==> src/design/bspq_pkg.sv <==
// ----------------------------------------------------------------------------
// bspq_pkg
// Types, codes and default sizes for the bounded sorted priority queue.
// ----------------------------------------------------------------------------
package bspq_pkg;

	localparam int QUEUE_DEPTH_DEF  = 128;
	localparam int PAYLOAD_BITS_DEF = 32;
	localparam int KEY_BITS_DEF     = 16;
	localparam int COUNT_OUT_BITS   = 8;

	// Operation codes on the operation port.
	localparam logic OP_PUSH = 1'b0;
	localparam logic OP_POP  = 1'b1;

	// Result status codes.
	typedef enum logic [1:0] {
		ST_PUSHED      = 2'd0,
		ST_PUSHED_DROP = 2'd1,
		ST_POPPED      = 2'd2,
		ST_POP_EMPTY   = 2'd3
	} bspq_status_t;

	// Command broadcast to every cell of the row.
	typedef struct packed {
		logic push;
		logic pop;
	} bspq_cmd_t;

endpackage

==> src/design/bspq_cell.sv <==
// ----------------------------------------------------------------------------
// bspq_cell
// One position of the sorted row: holds a key and payload and either keeps
// them, takes the new entry, or takes a neighbor's entry.
// ----------------------------------------------------------------------------
module bspq_cell #(
	parameter int KEY_BITS     = bspq_pkg::KEY_BITS_DEF,
	parameter int PAYLOAD_BITS = bspq_pkg::PAYLOAD_BITS_DEF,
	parameter int COUNT_W      = 8,
	parameter int INDEX        = 0
) (
	input  logic                        clk,
	input  bspq_pkg::bspq_cmd_t         cmd,
	input  logic [COUNT_W-1:0]          fill,
	input  logic signed [KEY_BITS-1:0]  new_key,
	input  logic [PAYLOAD_BITS-1:0]     new_payload,
	input  logic                        left_gt,
	input  logic signed [KEY_BITS-1:0]  left_key,
	input  logic [PAYLOAD_BITS-1:0]     left_payload,
	input  logic signed [KEY_BITS-1:0]  right_key,
	input  logic [PAYLOAD_BITS-1:0]     right_payload,
	output logic                        gt,
	output logic signed [KEY_BITS-1:0]  key,
	output logic [PAYLOAD_BITS-1:0]     payload
);

	logic signed [KEY_BITS-1:0] key_q;
	logic [PAYLOAD_BITS-1:0]    payload_q;
	logic                       occupied;
	logic                       at_end;

	assign occupied = COUNT_W'(INDEX) < fill;
	assign at_end   = COUNT_W'(INDEX) == fill;

	// This cell's entry must move right when the new key is strictly lower.
	assign gt = occupied && (new_key < key_q);

	always_ff @(posedge clk) begin
		if (cmd.push) begin
			if (left_gt) begin
				key_q     <= left_key;
				payload_q <= left_payload;
			end else if (gt || at_end) begin
				key_q     <= new_key;
				payload_q <= new_payload;
			end
		end else if (cmd.pop) begin
			key_q     <= right_key;
			payload_q <= right_payload;
		end
	end

	assign key     = key_q;
	assign payload = payload_q;

endmodule

==> config.mk <==
export PLATFORM = sky130hd
export DESIGN_NAME = bspq_cell
export DESIGN_NICKNAME = d
export VERILOG_FILES = /design/src/design/bspq_pkg.sv /design/src/design/bspq_cell.sv
export SDC_FILE = /design/constraint.sdc
export NUM_CORES = 1
export LEC_CHECK = 0
export BUFFER_PORTS_ARGS = -buffer_cell sky130_fd_sc_hd__clkbuf_2
export CAP_MARGIN = 20
export CORE_MARGIN = 4
export CORE_UTILIZATION = 44
export CTS_CLUSTER_DIAMETER = 60
export DETAILED_ROUTE_END_ITERATION = 16
export PLACE_DENSITY = 0.89
export SYNTH_ARGS = -nofsm -noshare
export SYNTH_HDL_FRONTEND = slang
export SYNTH_SLANG_ARGS = --single-unit
==> constraint.sdc <==
create_clock -name clk -period 7.65 [get_ports clk]
set_clock_uncertainty 0.2 [all_clocks]
set_input_delay 1.53 -clock clk [delete_from_list [all_inputs] [get_ports clk]]
set_output_delay 1.53 -clock clk [all_outputs]
set_load 0.05 [all_outputs]
==> Word level (Yosys, flattened, before mapping) <==
Index checks and enable logic that the tools add are counted.
{ "op_classes": {"reduce_logical": 5, "n_eq_ne": 1, "muxes": 8, "order_cmp": 2} }
{ "op_table": {"columns": ["op", "n"], "rows": [
  ["$mux W32", 4],
  ["$mux W16", 4],
  ["$lt A16 B16 Y1", 1],
  ["$logic_not A8 Y1", 1],
  ["$lt A1 B8 Y1 const A", 1],
  ["$ne A3 B1 Y1 const B", 1],
  ["$reduce_and A2 Y1", 1],
  ["$reduce_bool A2 Y1", 1],
  ["$logic_and A1 B1 Y1", 1],
  ["$logic_or A1 B1 Y1", 1]
]} }
{ "word_totals": {"in_bits": 156, "out_inout_bits": 49, "reg_bits": 48, "word_cells": 18} }

==> Logic depth before layout (Yosys ltp) <==
{ "logic_depth": {"word_depth": 6, "ltp_mapped": 7, "depth_no_buf": 7} }

==> Least setup slack after synthesis <==
OpenSTA, ideal clock, no wires.
{ "synth_timing": {"kind": "input to output", "start": "input port new_key[15]", "end": "output port gt", "t_arrival_ps": 3509, "required_ps": 5920, "slack_ps": 2411, "n_path_buf": 0, "path_stages": 6, "cell_sequence": "ha_1 > or3b_1 > a221oi_2 > o21ai_1 > o32a_2 > a21oi_1"} }
{ "synth_between": {"elab_chain_len": 2} }
{ "synth_lines": {"columns": ["element", "line_no", "text"], "rows": [
  ["start, declared", "bspq_cell.sv:15", "input logic signed [KEY_BITS-1:0] new_key,"],
  ["$lt A16 B16 Y1", "bspq_cell.sv:36", "assign gt = occupied && (new_key < key_q);"],
  ["$logic_and A1 B1 Y1", "bspq_cell.sv:36", null],
  ["end, declared", "bspq_cell.sv:22", "output logic gt,"]
]} }
Every way passes these cells.

==> Final worst setup path <==
Same ends and word-level chain as after synthesis.

==> impl_metrics.tcl <==
set metrics [dict create \
    status "completed" \
    multiInputGateArea_sq_mm 0.001294 \
    syn-num-nets 439 \
    setup.worst_path.end "gt" \
    required_ns 5.92 \
    root_buffer "clkbuf_8" \
    synth_flop_cell "edfxtp_1" \
    cts_hold_buffers 0 \
    finalCriticalPeriod_ns 5.108 \
    wl_per_cell_microns 14.96 \
    worst_slack_ns 2.542 \
    intPower_mw 0.5072 \
    synth_cells 268 \
    worst_slew_pin_slew_ns 0.9084 \
    clkTransAtPathRegs_ns 0.09 \
    routabilityCongestion 0.8895 \
    synth_warnings 0 \
    route.detailed.drc 0 \
    timing.rr.end "key[12]$_DFFE_PP_" \
    chipWidth_microns 88.59 \
    rrSetupSlack_ns 4.13 \
    async_flop_share_pct 0 \
    drt-initial-drc-count 75 \
    fillCellCount 528 \
    pwr-share-clk_pct 23.3 \
    drv_slew 0 \
    clock_latency_ns 0.30 \
    placed_cell_area_sq_mm 0.003939 \
    grt_pass1_vias 2743 \
    fmax_ghz 0.1958 \
    critical_path.max_fanout 3 \
    rr_worst_depth 8 \
    numPortBuffers 204 \
    seqPwrFrac_pct 42.9 \
    io_pins 205 \
    crit_type "in -> out" \
    p_leak_nw 2.100 \
    synth_top_area_share_pct 50.44 \
    routedLengthMet1_microns 2730 \
    fp.coreArea_sq_mm 0.006314 \
    dieArea_sq_mm 0.007848 \
    max_cap_violations 0 \
    nets 636 \
    cts_resized 0 \
    preCtsSetupSlack_ns 2.556 \
    cp.arrival_ns 3.38 \
    fin_area_sq_mm 0.004050 \
    ys_seq_area_share_pct 50.44 \
    htreeDepth 2 \
    row_count 29 \
    start_util_pct 45.26 \
    power_switching_share_pct 35.33 \
    synth_top_area_cell "edfxtp_1" \
    synth.distinct_cells 25 \
    numCtsBuffers 5 \
    drtAntennaViolNets 0 \
    syn_area_per_cell_sq_um 10.66 \
    finalSetupTns_ns 0 \
    seqCellArea_sq_mm 0.001441 \
    final_cell_mix "clkbuf_2 (203), a21oi_1 (51), nor2_1 (50)" \
    relSlewSlack_pct 39.44 \
    finalHoldViolations 0 \
    dp_hpwl_microns 6554 \
    final_layout_size_suffix_gt1_share_pct 47.21 \
    rr_startpoint "key[15]$_DFFE_PP_" \
    wl_microns 8122 \
    grt_first_pass_wirelength_microns 11700 \
    mappedNetlistArea_sq_mm 0.002858 \
    wl_met3_microns 776 \
    hold_path_depth 5 \
    rsz0062_at_grt "false" \
    post-cts-setup-buffer-count 0 \
    min_path_type "reg -> reg" \
    layout_commonest_cell "clkbuf_2" \
    ys_ff_latch 48 \
    grt_antenna_before_repair 0 \
    antenna_cells 0 \
    crit_start "new_key[15]" \
    routed_via_density 5.096 \
    grt_usage_pct 19.47 \
    dr.pass1.iters 4 \
    area.growth.synth_to_final_pct 41.72 \
    startpoint_type "primary input" \
    grt_max_degree 99 \
    power_mw 0.7843 \
    cts_max_path_buffers 2 \
    p_sw_mw 0.2771 \
    endpoint_kind "output pin" \
    synth_area_leaders "edfxtp_1 (50%), mux2i_1 (17%), a21oi_1 (8.9%)" \
    period_share_pct 66.77 \
    die_y_microns 88.59 \
    power.density_mw_per_mm2 193.7 \
    grt-ovfl-total 0 \
    synth_edf_count 48 \
    dr_total_vias 2767 \
    wl_met2_microns 4486 \
    setup-violations-final 0 \
    cts_sinks 48 \
    ir_worst_vdd_mv 0.1143 \
    comb_power_share_pct 33.9 \
    dr.max_layer_used "met4" \
    cts_tree "done" \
]
-- critical path, cell delays in order --
cell and delay (ns):
clkbuf_2 0.10, ha_1 0.32, or3b_1 0.37, a221oi_2 0.17, o21ai_1 0.10, o32a_2 0.37, a21oi_1 0.12, clkbuf_2 0.29
-- stage by stage --
stage / util, % / cells / hold slack [ns]
final: 64.15 / 543 / 1.264
after global routing: 64.15 / 543 / 1.348
after CTS: 64.15 / 543 / 1.286
after detailed placement: 62.39 / 535 / 1.264
after global placement: 62.39 / 535 / 1.204
after floorplan: - / 268 / 1.556
-- how the worst min path moves through the flow --
stage / start / endpoint
floorplan: right_key[14] / key[14]$_DFFE_PP_
global placement: key[15]$_DFFE_PP_ / key[11]$_DFFE_PP_
detailed placement: key[15]$_DFFE_PP_ / key[11]$_DFFE_PP_
CTS: key[15]$_DFFE_PP_ / payload[3]$_DFFE_PP_
global route: right_payload[18] / payload[18]$_DFFE_PP_
finish: key[15]$_DFFE_PP_ / payload[3]$_DFFE_PP_
-- cell families after synthesis --
kind of cell,share of synthesized area (%)
adders and majority gates,6.567
buffers and inverters,4.684
DFF,50.44
AOI/OAI and AO/OA,12.13
muxes,16.81
and+or+nand+nor,9.370
-- metal layers --
metal	track usage [%]	vias up
li1	-	1373
met1	19.06	1242
met2	38.89	139
met3	5.214	13
met4	6.319	0
met5	0	-
-- cell usage after synthesis, drive strengths merged, types with 2 or more instances --
library cell and instances:
nand2 2, buf 6, a21o 2, clkbuf 11, a21oi 51, nand3 2, ha 15, mux2i 48
inv 17, edfxtp 48, nor4 3, nor2 50, nand4 2
-- power by group through the flow --
stage | registers [mW] | logic (mW) | clock network [mW]
floorplan | 0.440 | 0.0803 | 0
global placement | 0.341 | 0.259 | 0
detailed placement | 0.342 | 0.267 | 0
CTS | 0.337 | 0.268 | 0.189
global route | 0.339 | 0.285 | 0.199
finish | 0.336 | 0.266 | 0.182
-- state kept, by name (all words and copies together), names as in the netlist --
| register | cells |
|---|---|
| key | 16 |
| payload | 32 |
-- layout make-up --
cell class | instances | share of cell area, %
clock buffer | 5 | 1.699
clock inverter | 3 | 1.050
inverter | 17 | 1.576
sequential | 48 | 35.59
tap | 77 | 2.379
multi-input combinational | 186 | 31.94
timing repair buffer | 207 | 25.76
No activity file was read; power rests on OpenSTA's default activity.
